### src/nnsag_pkg.sv
// Package for the nearest-neighbor scale address generator.
// Holds the queue item type, command and register codes, and the back-end state type.
// No dependencies.
package nnsag_pkg;

    localparam int IDX_W      = 24;
    localparam int CFG_IDX_W  = 2;
    localparam int QDEPTH     = 2;
    localparam int S_TDATA_W  = 8;

    typedef enum logic {
        CMD_ADVANCE,
        CMD_RESTART
    } cmd_t;

    typedef struct packed {
        cmd_t kind;
        logic dims_zero;
    } item_t;

    typedef enum logic [CFG_IDX_W-1:0] {
        CFG_SRC_WIDTH,
        CFG_SRC_HEIGHT,
        CFG_DST_WIDTH,
        CFG_DST_HEIGHT
    } cfg_idx_t;

    typedef enum logic [1:0] {
        ST_RUN,
        ST_DIV,
        ST_MUL,
        ST_STEP
    } back_state_t;

endpackage

### src/nnsag_front.sv
// Front end: accepts input items, classifies them and holds them in a two-entry queue.
// Depends on nnsag_pkg.
module nnsag_front #(
    parameter int DIM_BITS = 12
) (
    input  logic                 aclk,
    input  logic                 aresetn,
    input  logic                 s_tvalid,
    output logic                 s_tready,
    input  logic                 s_restart,
    input  logic [DIM_BITS-1:0]  src_width,
    input  logic [DIM_BITS-1:0]  src_height,
    input  logic [DIM_BITS-1:0]  dst_width,
    input  logic [DIM_BITS-1:0]  dst_height,
    output logic                 q_valid,
    output nnsag_pkg::item_t     q_item,
    input  logic                 q_pop
);
    import nnsag_pkg::*;

    localparam int CNT_W = $clog2(QDEPTH + 1);
    localparam int PTR_W = $clog2(QDEPTH);

    item_t             mem_reg [QDEPTH];
    logic [PTR_W-1:0]  wr_ptr_reg, wr_ptr_next;
    logic [PTR_W-1:0]  rd_ptr_reg, rd_ptr_next;
    logic [CNT_W-1:0]  count_reg, count_next;
    logic              push;
    item_t             new_item;

    assign s_tready = (count_reg != CNT_W'(QDEPTH));
    assign q_valid  = (count_reg != '0);
    assign q_item   = mem_reg[rd_ptr_reg];
    assign push     = s_tvalid && s_tready;

    // Classify: command kind and whether the frame geometry is degenerate.
    always_comb begin
        new_item.kind      = s_restart ? CMD_RESTART : CMD_ADVANCE;
        new_item.dims_zero = (src_width == '0) || (src_height == '0) ||
                             (dst_width == '0) || (dst_height == '0);
    end

    always_comb begin
        wr_ptr_next = wr_ptr_reg;
        rd_ptr_next = rd_ptr_reg;
        count_next  = count_reg;
        if (push) begin
            wr_ptr_next = (wr_ptr_reg == PTR_W'(QDEPTH - 1)) ? '0 : wr_ptr_reg + 1'b1;
        end
        if (q_pop) begin
            rd_ptr_next = (rd_ptr_reg == PTR_W'(QDEPTH - 1)) ? '0 : rd_ptr_reg + 1'b1;
        end
        if (push && !q_pop) begin
            count_next = count_reg + 1'b1;
        end else if (!push && q_pop) begin
            count_next = count_reg - 1'b1;
        end
    end

    always_ff @(posedge aclk) begin
        if (!aresetn) begin
            wr_ptr_reg <= '0;
            rd_ptr_reg <= '0;
            count_reg  <= '0;
        end else begin
            wr_ptr_reg <= wr_ptr_next;
            rd_ptr_reg <= rd_ptr_next;
            count_reg  <= count_next;
        end
    end

    always_ff @(posedge aclk) begin
        if (push) begin
            mem_reg[wr_ptr_reg] <= new_item;
        end
    end

endmodule

### src/nnsag_div.sv
// Bit-serial restoring divider: one quotient bit per cycle.
// Does not import nnsag_pkg; no shared types used.
module nnsag_div #(
    parameter int W = 12
) (
    input  logic          aclk,
    input  logic          aresetn,
    input  logic          start,
    input  logic [W-1:0]  dividend,
    input  logic [W-1:0]  divisor,
    output logic          done,
    output logic [W-1:0]  quot,
    output logic [W-1:0]  rem
);
    localparam int CW = $clog2(W);

    logic          busy_reg, busy_next;
    logic          done_reg, done_next;
    logic [CW-1:0] cnt_reg, cnt_next;
    logic [W-1:0]  quot_reg, quot_next;
    logic [W-1:0]  rem_reg, rem_next;
    logic [W-1:0]  divisor_reg, divisor_next;
    logic [W:0]    shifted;
    logic [W:0]    diff;

    assign done    = done_reg;
    assign quot    = quot_reg;
    assign rem     = rem_reg;
    assign shifted = {rem_reg, quot_reg[W-1]};
    assign diff    = shifted - {1'b0, divisor_reg};

    always_comb begin
        busy_next    = busy_reg;
        done_next    = 1'b0;
        cnt_next     = cnt_reg;
        quot_next    = quot_reg;
        rem_next     = rem_reg;
        divisor_next = divisor_reg;
        if (start) begin
            busy_next    = 1'b1;
            cnt_next     = CW'(W - 1);
            quot_next    = dividend;
            rem_next     = '0;
            divisor_next = divisor;
        end else if (busy_reg) begin
            // Subtract when it fits, shift the quotient bit in.
            if (!diff[W]) begin
                rem_next  = diff[W-1:0];
                quot_next = {quot_reg[W-2:0], 1'b1};
            end else begin
                rem_next  = shifted[W-1:0];
                quot_next = {quot_reg[W-2:0], 1'b0};
            end
            cnt_next = cnt_reg - 1'b1;
            if (cnt_reg == '0) begin
                busy_next = 1'b0;
                done_next = 1'b1;
            end
        end
    end

    always_ff @(posedge aclk) begin
        if (!aresetn) begin
            busy_reg <= 1'b0;
            done_reg <= 1'b0;
            cnt_reg  <= '0;
        end else begin
            busy_reg <= busy_next;
            done_reg <= done_next;
            cnt_reg  <= cnt_next;
        end
    end

    always_ff @(posedge aclk) begin
        quot_reg    <= quot_next;
        rem_reg     <= rem_next;
        divisor_reg <= divisor_next;
    end

endmodule

### src/nnsag_back.sv
// Back end: frame setup (divide, multiply) and per-pixel Bresenham stepping,
// with a registered result stage. Depends on nnsag_pkg and nnsag_div.
module nnsag_back #(
    parameter  int DIM_BITS = 12,
    localparam int TDATA_W  = ((nnsag_pkg::IDX_W + 2 * DIM_BITS + 7) / 8) * 8
) (
    input  logic                 aclk,
    input  logic                 aresetn,
    input  logic                 q_valid,
    input  nnsag_pkg::item_t     q_item,
    output logic                 q_pop,
    input  logic [DIM_BITS-1:0]  src_width,
    input  logic [DIM_BITS-1:0]  src_height,
    input  logic [DIM_BITS-1:0]  dst_width,
    input  logic [DIM_BITS-1:0]  dst_height,
    output logic                 m_tvalid,
    input  logic                 m_tready,
    output logic [TDATA_W-1:0]   m_tdata,
    output logic                 m_tlast,
    output logic [1:0]           m_tuser
);
    import nnsag_pkg::*;

    localparam int D  = DIM_BITS;
    // Error terms can drift past 2*size when sizes shrink mid-frame; keep headroom.
    localparam int EW = 2 * DIM_BITS + 3;

    back_state_t             state_reg, state_next;
    logic [IDX_W-1:0]        row_base_reg, row_base_next;
    logic [IDX_W-1:0]        cur_index_reg, cur_index_next;
    logic signed [EW-1:0]    col_error_reg, col_error_next;
    logic signed [EW-1:0]    row_error_reg, row_error_next;
    logic [D-1:0]            col_skip_reg, col_skip_next;
    logic [IDX_W-1:0]        row_skip_reg, row_skip_next;
    logic [D:0]              col_inc_reg, col_inc_next;
    logic [D:0]              row_inc_reg, row_inc_next;
    logic [D-1:0]            x_reg, x_next;
    logic [D-1:0]            y_reg, y_next;
    logic                    frame_done_reg, frame_done_next;
    logic [D-1:0]            qy_reg, qy_next;

    logic                    out_valid_reg, out_valid_next;
    logic [TDATA_W-1:0]      out_data_reg, out_data_next;
    logic                    out_last_reg, out_last_next;
    logic [1:0]              out_user_reg, out_user_next;

    logic                    div_start;
    logic                    div_x_done, div_y_done;
    logic [D-1:0]            qx, rx, qy, ry;
    logic [2*D-1:0]          row_prod;

    logic                    out_free;
    logic                    eol, eof;
    logic signed [EW-1:0]    two_dw, two_dh;
    logic signed [EW-1:0]    col_err_sum, row_err_sum;
    logic                    col_pos, row_pos;
    logic [IDX_W-1:0]        col_index_step;
    logic [IDX_W-1:0]        row_base_sum, row_base_step;
    logic                    step, emit, emit_valid;

    nnsag_div #(.W(D)) u_div_x (
        .aclk     (aclk),
        .aresetn  (aresetn),
        .start    (div_start),
        .dividend (src_width),
        .divisor  (dst_width),
        .done     (div_x_done),
        .quot     (qx),
        .rem      (rx)
    );

    nnsag_div #(.W(D)) u_div_y (
        .aclk     (aclk),
        .aresetn  (aresetn),
        .start    (div_start),
        .dividend (src_height),
        .divisor  (dst_height),
        .done     (div_y_done),
        .quot     (qy),
        .rem      (ry)
    );

    assign out_free = !out_valid_reg || m_tready;
    assign row_prod = qy_reg * src_width;

    assign eol    = ({1'b0, x_reg} + (D+1)'(1)) >= {1'b0, dst_width};
    assign eof    = eol && (({1'b0, y_reg} + (D+1)'(1)) >= {1'b0, dst_height});
    assign two_dw = EW'({dst_width, 1'b0});
    assign two_dh = EW'({dst_height, 1'b0});

    assign col_err_sum    = col_error_reg + EW'(col_inc_reg);
    assign col_pos        = !col_err_sum[EW-1] && (col_err_sum != '0);
    assign col_index_step = cur_index_reg + IDX_W'(col_skip_reg) + IDX_W'(col_pos);

    assign row_err_sum    = row_error_reg + EW'(row_inc_reg);
    assign row_pos        = !row_err_sum[EW-1] && (row_err_sum != '0);
    assign row_base_sum   = row_base_reg + row_skip_reg;
    assign row_base_step  = row_base_sum + (row_pos ? IDX_W'(src_width) : '0);

    always_comb begin
        state_next      = state_reg;
        row_base_next   = row_base_reg;
        cur_index_next  = cur_index_reg;
        col_error_next  = col_error_reg;
        row_error_next  = row_error_reg;
        col_skip_next   = col_skip_reg;
        row_skip_next   = row_skip_reg;
        col_inc_next    = col_inc_reg;
        row_inc_next    = row_inc_reg;
        x_next          = x_reg;
        y_next          = y_reg;
        frame_done_next = frame_done_reg;
        qy_next         = qy_reg;
        q_pop           = 1'b0;
        div_start       = 1'b0;
        step            = 1'b0;
        emit            = 1'b0;
        emit_valid      = 1'b0;

        unique case (state_reg)
            ST_RUN: begin
                if (q_valid && out_free) begin
                    q_pop = 1'b1;
                    if (q_item.kind == CMD_RESTART) begin
                        if (q_item.dims_zero) begin
                            emit            = 1'b1;
                            frame_done_next = 1'b1;
                        end else begin
                            div_start  = 1'b1;
                            state_next = ST_DIV;
                        end
                    end else if (frame_done_reg) begin
                        emit = 1'b1;
                    end else if (q_item.dims_zero) begin
                        emit            = 1'b1;
                        frame_done_next = 1'b1;
                    end else begin
                        step = 1'b1;
                    end
                end
            end
            ST_DIV: begin
                if (div_x_done && div_y_done) begin
                    // Shrinking axis: integer skip plus remainder; otherwise no skip.
                    if (dst_width < src_width) begin
                        col_skip_next = qx;
                        col_inc_next  = {rx, 1'b0};
                    end else begin
                        col_skip_next = '0;
                        col_inc_next  = {src_width, 1'b0};
                    end
                    if (dst_height < src_height) begin
                        qy_next      = qy;
                        row_inc_next = {ry, 1'b0};
                    end else begin
                        qy_next      = '0;
                        row_inc_next = {src_height, 1'b0};
                    end
                    state_next = ST_MUL;
                end
            end
            ST_MUL: begin
                row_skip_next   = IDX_W'(row_prod);
                col_error_next  = -two_dw;
                row_error_next  = -two_dh;
                row_base_next   = '0;
                cur_index_next  = '0;
                x_next          = '0;
                y_next          = '0;
                frame_done_next = 1'b0;
                state_next      = ST_STEP;
            end
            ST_STEP: begin
                if (out_free) begin
                    step       = 1'b1;
                    state_next = ST_RUN;
                end
            end
            default: begin
                state_next = ST_RUN;
            end
        endcase

        if (step) begin
            emit       = 1'b1;
            emit_valid = 1'b1;
            if (eof) begin
                frame_done_next = 1'b1;
            end else if (!eol) begin
                cur_index_next = col_index_step;
                col_error_next = col_pos ? col_err_sum - two_dw : col_err_sum;
                x_next         = x_reg + 1'b1;
            end else begin
                row_base_next  = row_base_step;
                row_error_next = row_pos ? row_err_sum - two_dh : row_err_sum;
                cur_index_next = row_base_step;
                col_error_next = -two_dw;
                x_next         = '0;
                y_next         = y_reg + 1'b1;
            end
        end
    end

    // Result stage: load on emit, drop when taken.
    always_comb begin
        out_valid_next = out_valid_reg;
        out_data_next  = out_data_reg;
        out_last_next  = out_last_reg;
        out_user_next  = out_user_reg;
        if (emit) begin
            out_valid_next = 1'b1;
            out_data_next  = emit_valid ? TDATA_W'({y_reg, x_reg, cur_index_reg}) : '0;
            out_last_next  = emit_valid && eol;
            out_user_next  = {emit_valid, emit_valid && eof};
        end else if (m_tready) begin
            out_valid_next = 1'b0;
        end
    end

    always_ff @(posedge aclk) begin
        if (!aresetn) begin
            state_reg      <= ST_RUN;
            row_base_reg   <= '0;
            cur_index_reg  <= '0;
            col_error_reg  <= '0;
            row_error_reg  <= '0;
            col_skip_reg   <= '0;
            row_skip_reg   <= '0;
            col_inc_reg    <= '0;
            row_inc_reg    <= '0;
            x_reg          <= '0;
            y_reg          <= '0;
            frame_done_reg <= 1'b1;
            qy_reg         <= '0;
            out_valid_reg  <= 1'b0;
        end else begin
            state_reg      <= state_next;
            row_base_reg   <= row_base_next;
            cur_index_reg  <= cur_index_next;
            col_error_reg  <= col_error_next;
            row_error_reg  <= row_error_next;
            col_skip_reg   <= col_skip_next;
            row_skip_reg   <= row_skip_next;
            col_inc_reg    <= col_inc_next;
            row_inc_reg    <= row_inc_next;
            x_reg          <= x_next;
            y_reg          <= y_next;
            frame_done_reg <= frame_done_next;
            qy_reg         <= qy_next;
            out_valid_reg  <= out_valid_next;
        end
    end

    always_ff @(posedge aclk) begin
        out_data_reg <= out_data_next;
        out_last_reg <= out_last_next;
        out_user_reg <= out_user_next;
    end

    assign m_tvalid = out_valid_reg;
    assign m_tdata  = out_data_reg;
    assign m_tlast  = out_last_reg;
    assign m_tuser  = out_user_reg;

endmodule

### src/nearest_neighbor_scale_address_gen_top.sv
// An advance item passes from the queue into the result register; a restart item first runs
// the dividers for the skips, then latch, multiply, step.
// Throughput: one advance item per cycle while m_tready stays high; a restart holds the back end.
// Reset (aresetn low, synchronous): queue empty, no result pending, geometry registers back to
// 320x200 -> 80x50, and no frame active until the first restart.
// Depends on nnsag_pkg, nnsag_front, nnsag_div and nnsag_back.
module nearest_neighbor_scale_address_gen_top #(
    parameter  int DIM_BITS = 12,
    localparam int TDATA_W  = ((nnsag_pkg::IDX_W + 2 * DIM_BITS + 7) / 8) * 8
) (
    input  logic                              aclk,
    input  logic                              aresetn,
    // Input channel
    input  logic                              s_tvalid,
    output logic                              s_tready,
    input  logic [nnsag_pkg::S_TDATA_W-1:0]   s_tdata,      // [0] restart, rest zero
    // Result channel
    output logic                              m_tvalid,
    input  logic                              m_tready,
    output logic [TDATA_W-1:0]                m_tdata,      // src_index, dst_x, dst_y
    output logic                              m_tlast,      // end_of_line
    output logic [1:0]                        m_tuser,      // end_of_frame, valid_res
    // Configuration write port
    input  logic                              cfg_wr_en,
    input  logic [nnsag_pkg::CFG_IDX_W-1:0]   cfg_index,
    input  logic [DIM_BITS-1:0]               cfg_wr_data
);
    import nnsag_pkg::*;

    localparam logic [DIM_BITS-1:0] RST_SRC_WIDTH  = DIM_BITS'(320);
    localparam logic [DIM_BITS-1:0] RST_SRC_HEIGHT = DIM_BITS'(200);
    localparam logic [DIM_BITS-1:0] RST_DST_WIDTH  = DIM_BITS'(80);
    localparam logic [DIM_BITS-1:0] RST_DST_HEIGHT = DIM_BITS'(50);

    // Geometry registers. The back end reads them live; the user must change them only while idle (not enforced).
    logic [DIM_BITS-1:0] src_width_reg,  src_width_next;
    logic [DIM_BITS-1:0] src_height_reg, src_height_next;
    logic [DIM_BITS-1:0] dst_width_reg,  dst_width_next;
    logic [DIM_BITS-1:0] dst_height_reg, dst_height_next;

    logic   q_valid;
    logic   q_pop;
    item_t  q_item;

    always_comb begin
        src_width_next  = src_width_reg;
        src_height_next = src_height_reg;
        dst_width_next  = dst_width_reg;
        dst_height_next = dst_height_reg;
        if (cfg_wr_en) begin
            unique case (cfg_idx_t'(cfg_index))
                CFG_SRC_WIDTH:  src_width_next  = cfg_wr_data;
                CFG_SRC_HEIGHT: src_height_next = cfg_wr_data;
                CFG_DST_WIDTH:  dst_width_next  = cfg_wr_data;
                CFG_DST_HEIGHT: dst_height_next = cfg_wr_data;
                default: ;
            endcase
        end
    end

    always_ff @(posedge aclk) begin
        if (!aresetn) begin
            src_width_reg  <= RST_SRC_WIDTH;
            src_height_reg <= RST_SRC_HEIGHT;
            dst_width_reg  <= RST_DST_WIDTH;
            dst_height_reg <= RST_DST_HEIGHT;
        end else begin
            src_width_reg  <= src_width_next;
            src_height_reg <= src_height_next;
            dst_width_reg  <= dst_width_next;
            dst_height_reg <= dst_height_next;
        end
    end

    // Front: accept and classify items, hold them in a short queue.
    nnsag_front #(.DIM_BITS(DIM_BITS)) u_front (
        .aclk       (aclk),
        .aresetn    (aresetn),
        .s_tvalid   (s_tvalid),
        .s_tready   (s_tready),
        .s_restart  (s_tdata[0]),
        .src_width  (src_width_reg),
        .src_height (src_height_reg),
        .dst_width  (dst_width_reg),
        .dst_height (dst_height_reg),
        .q_valid    (q_valid),
        .q_item     (q_item),
        .q_pop      (q_pop)
    );

    // Back: frame setup and per-pixel stepping, registered result.
    nnsag_back #(.DIM_BITS(DIM_BITS)) u_back (
        .aclk       (aclk),
        .aresetn    (aresetn),
        .q_valid    (q_valid),
        .q_item     (q_item),
        .q_pop      (q_pop),
        .src_width  (src_width_reg),
        .src_height (src_height_reg),
        .dst_width  (dst_width_reg),
        .dst_height (dst_height_reg),
        .m_tvalid   (m_tvalid),
        .m_tready   (m_tready),
        .m_tdata    (m_tdata),
        .m_tlast    (m_tlast),
        .m_tuser    (m_tuser)
    );

    // An invalid result carries all-zero fields.
    a_invalid_zero : assert property (@(posedge aclk) disable iff (!aresetn)
        (m_tvalid && !m_tuser[1]) |-> (m_tdata == '0 && !m_tlast && !m_tuser[0]))
        else $error("invalid result with nonzero fields");

    // The last pixel of a frame is also the last pixel of its row and is valid.
    a_eof_is_eol : assert property (@(posedge aclk) disable iff (!aresetn)
        (m_tvalid && m_tuser[0]) |-> (m_tlast && m_tuser[1]))
        else $error("end of frame without end of line");

    // The queue never pops while empty.
    a_no_empty_pop : assert property (@(posedge aclk) disable iff (!aresetn)
        q_pop |-> q_valid)
        else $error("queue popped while empty");

endmodule

### config.mk
export PLATFORM = sky130hd
export DESIGN_NAME = nearest_neighbor_scale_address_gen_top
export DESIGN_NICKNAME = d
export VERILOG_FILES = /design/src/nnsag_pkg.sv /design/src/nnsag_front.sv /design/src/nnsag_div.sv /design/src/nnsag_back.sv /design/src/nearest_neighbor_scale_address_gen_top.sv
export SDC_FILE = /design/constraint.sdc
export NUM_CORES = 2
export LEC_CHECK = 0
export ABC_CLOCK_PERIOD_IN_PS = 6300
export BUFFER_PORTS_ARGS = -buffer_cell sky130_fd_sc_hd__buf_2
export CAP_MARGIN = 0
export CORE_UTILIZATION = 58
export DETAILED_ROUTE_END_ITERATION = 16
export PLACE_DENSITY = 0.79
export SYNTH_ARGS = -nofsm -noshare
export SYNTH_HDL_FRONTEND = slang
export SYNTH_SLANG_ARGS = --single-unit
### constraint.sdc
create_clock -name aclk -period 6.3 [get_ports aclk]
set_clock_uncertainty 0.1 [all_clocks]
set_input_delay 1.26 -clock aclk [delete_from_list [all_inputs] [get_ports aclk]]
set_output_delay 1.26 -clock aclk [all_outputs]
set_load 0.02 [all_outputs]
==> metrics.md <==
| Metric | Value |
|---|---|
| Top Ports | `80` |
| Largest family of logic cells by synthesized area | `simple AND/OR/NAND/NOR gates` |
| Initial DRC count | `2,388` |
| GRT busiest layer | `met2` |
| Tot GR Track Use | `32.8%` |
| Clock Tree Buf Depth | `3` |
| Top-count cell post-synth | `nand2_1` |
| Setup ws final | `-0.232 ns` |
| Synthesized area per cell | `8.47 um2` |
| Number of enable flip-flop cells after synthesis | `103` |
| Critical R2R Launch | `u_back.row_error_reg[1]$_SDFF_PN0_` |
| RSZ-0062 raised after global routing | `yes` |
| Main synth FF type | `dfxtp_1` |
| Max reg flops | `48` |
| Fillcell total | `3,785` |
| Worst setup path category | `flop to flop` |
| Post-synthesis cell area | `28,300 um2` |
| Failing checks | `setup timing` |
| Clock Sinks | `394` |
| Setup violators final | `14` |
| Die height | `223 um` |
| Critical Path End | `u_back.cur_index_reg[21]$_SDFF_PN0_` |
| Grt ovf | `0` |
| ANT cells | `0` |
| Routed WL per cell | `19.9 um` |
| Fin crit period | `6.53 ns` |
| Worst skew pair latency | `0.59 ns` |
| ANT nets after route | `0` |
| Max Cap Viol | `0` |
| Period utilization | `104%` |
| Worst Hold Class | `flop to flop` |
| CTS tree | `yes` |
| Gate count of the mapped netlist | `3,343` |
| Largest cells by area after synthesis | `dfxtp_1, edfxtp_1, ha_1` |
| Root Buffer Master | `clkbuf_16` |
| R2r endpoint | `u_back.cur_index_reg[21]$_SDFF_PN0_` |
| R2r worst-path depth | `27` |
| Switch Pwr | `4.26 mW` |
| Peak supply drop | `0.319 mV` |
| Fin. Hold Viols | `0` |
| Relative max-transition margin | `13.6%` |
| Sequential share of power | `31.0%` |
| Fmax achieved | `153 MHz` |
| Area Overhead vs Synth | `12.7%` |
| Port bufs | `72` |
| Dpl cells | `3,996` |
| Synth Net Count | `3,726` |
| DP Area | `29,900 um2` |
| Most frequent cells after synthesis | `nand2_1, dfxtp_1, nor2_1, a21oi_1, inv_1` |
| Clock-pin slew on the worst setup and hold paths | `0.06 ns` |
| Number of global-route vias before repair | `25,059` |
| Synth warn | `0` |
| Detail Placement HPWL | `59.4 mm` |
| Initial Util | `59.0%` |
| Power share of the combinational group | `43.3%` |
| Post-place setup slack | `-0.501 ns` |
| Routed WL | `81.4 mm` |
| Clock share of power | `25.7%` |
| Largest net degree at the start of global routing | `80` |
| DRC violations left | `0` |
| Core Util, Final | `66.5%` |
| Crit path DAT | `6.90 ns` |
| #FFs+latches synth | `394` |
| Synth top area share | `20.6%` |
| Worst-Margin Slew | `1.30 ns` |
| Required time worst endpoint | `6.67 ns` |
| Crit path launch type | `flop` |
| Mux contribution to synthesized area | `2.08%` |
| Met1 usage | `39.9%` |
| Die area | `49,700 um2` |
| Num CTS Buffers | `46` |
| Min Hold Slack | `0.357 ns` |
| Post-synthesis xor/xnor area fraction | `5.26%` |
| Cell taking the most area after synthesis | `dfxtp_1` |
| Core area | `47,900 um2` |
| Drt pass-1 iters | `6` |
| Grt met3 use | `5.47%` |
| Internal Pwr Total | `6.75 mW` |
| Crit path capture type | `flop` |
| Final std cells w/o fill | `4,095` |
| Pwr Density | `345 nW/um2` |
| Initial antenna violation count | `0` |
| Synth Area in Adders | `18.9%` |
| FFs w/ async S/R, synth | `0%` |
| Cell Rows | `80` |
| Critical Path Fanout Max | `8` |
| Final Max Tran Viols | `0` |
| Final Cell Area | `31,900 um2` |
| First-pass GRT wire length | `130 mm` |
| Critical Path Start | `u_back.row_error_reg[1]$_SDFF_PN0_` |
| Die W | `223 um` |
| Hold buffer count at cts | `0` |
| Flop2flop setup slack | `-0.23 ns` |
| Distinct cells, synth | `82` |
| Share of post-route cells with drive strength above 1 | `11.6%` |
| Sw Ratio | `38.7%` |
| Sequential-to-total area share from yosys stat | `31.5%` |
| Status | `finished, violations left` |
| M2 GR Usage | `55.2%` |
| Synth Area in Compound Gates | `16.8%` |
| Nets | `3,826` |
| Vias | `25,298` |
| Leakage | `13.9 nW` |
| GPL Wtd Cong | `0.935` |
| Simple-gate area share of the yosys netlist | `19.6%` |
| H-tree level count | `2` |
| Post-DR vias/cell | `6.18` |
repair_timing:
| action | in CTS | in global routing |
|---|---|---|
| gates cloned | 0 | 0 |
| pin swaps | 28 | 29 |
| setup buffers | 10 | 6 |
| gates resized for setup | 24 | 43 |
| endpoints found under the setup margin | 22 | 35 |
| hold endpoints to repair | 0 | 0 |
layout make-up:
class                      count  area (um2)  area share [%]
multi-input combinational   2526       18200            57.0
sequential                   394        8930            28.0
timing repair buffer         219        1480            4.65
clock buffer                  52        1190            3.75
inverter                     256         966            3.03
tap                          615         769            2.41
clock inverter                33         379            1.19
worst max-delay path, cell delays in order (launching register included):
cell and delay (ns):
dfxtp_2 0.35, ha_4 0.16, inv_2 0.04, fa_2 0.36, xnor2_2 0.16, or4_4 0.49
or4_4 0.43, or3_1 0.33, or3_1 0.31, or4_4 0.44, nor2b_4 0.18, and2_4 0.16
fa_1 0.48, ha_2 0.19, inv_2 0.04, fa_2 0.34, nor2b_1 0.12, o21a_1 0.17
o21ai_2 0.09, a21oi_2 0.21, o31ai_4 0.09, a21oi_4 0.18, nor3_4 0.05, o31a_1 0.27
o21bai_1 0.14, a21oi_1 0.10, xnor2_1 0.15, a211o_1 0.29
metal layers:
layer  vias to the layer above  routed length (um)
met5                         -                   0
met4                         0                4680
met3                       312                6110
met2                      1083               38500
met1                     12090               32100
li1                      11813                   -
logic make-up after synthesis:
kind of cell | Yosys count
muxes | 58
and+or+nand+nor | 1181
adders and majority gates | 356
AOI/OAI and AO/OA | 761
buffers and inverters | 423
xor gates and xnor gates | 170
DFF | 394
worst min-delay path by stage:
| stage | startpoint | endpoint | cells after the start |
|---|---|---|---|
| 5_1_grt | u_back.cur_index_reg[5]$_SDFF_PN0_ | u_back.cur_index_reg[5]$_SDFF_PN0_ | 2 |
| 6_report | u_back.col_skip_reg[0]$_SDFFE_PN0P_ | u_back.col_skip_reg[0]$_SDFFE_PN0P_ | 2 |
| 4_1_cts | u_back.col_skip_reg[0]$_SDFFE_PN0P_ | u_back.col_skip_reg[0]$_SDFFE_PN0P_ | 2 |
| 3_5_place_dp | u_back.col_skip_reg[0]$_SDFFE_PN0P_ | u_back.col_skip_reg[0]$_SDFFE_PN0P_ | 2 |
| 3_3_place_gp | u_back.col_skip_reg[0]$_SDFFE_PN0P_ | u_back.col_skip_reg[0]$_SDFFE_PN0P_ | 2 |
| 2_1_floorplan | u_back.row_error_reg[0]$_SDFFE_PN0P_ | u_back.row_error_reg[0]$_SDFFE_PN0P_ | 2 |
cells in the final DEF (no fill, tap or decap), types with 10 or more instances in the layout:
master,instances
edfxtp_1,103
a311oi_1,22
nand3_1,85
ha_1,231
dfxtp_1,283
a21oi_2,11
clkbuf_16,47
o21a_1,16
a21o_1,42
a31oi_1,45
nor3_1,61
or3_1,18
and2_1,113
nand2b_1,28
or2_2,17
a21boi_0,17
o21ai_0,152
mux2i_1,51
nand3b_1,13
o211ai_1,20
nor2_1,261
xnor2_1,112
nor4_1,24
a211oi_1,46
xor2_1,51
and3_1,39
buf_4,144
a21oi_1,247
fa_1,119
nand2_1,427
clkinv_2,10
a22oi_1,15
inv_1,250
nand4_1,22
o21bai_1,11
nor2b_1,25
buf_2,72
power groups by stage:
| stage | logic, mW | clock network (mW) | registers (mW) |
|---|---|---|---|
| finish | 4.77 | 2.83 | 3.41 |
| global route | 5.21 | 2.95 | 3.46 |
| CTS | 4.68 | 2.86 | 3.41 |
| detailed placement | 4.63 | 0 | 3.45 |
| global placement | 4.49 | 0 | 3.44 |
| floorplan | 3.41 | 0 | 3.54 |
stage by stage:
step	power (mW)	setup TNS, ns
after floorplan	6.95	-0.114
after global placement	7.93	-2.96
after detailed placement	8.09	-5.02
after CTS	10.9	-1.38
after global routing	11.6	-4.92
final	11.0	-2.38
Note: power is estimated with default switching activity, not from simulation.
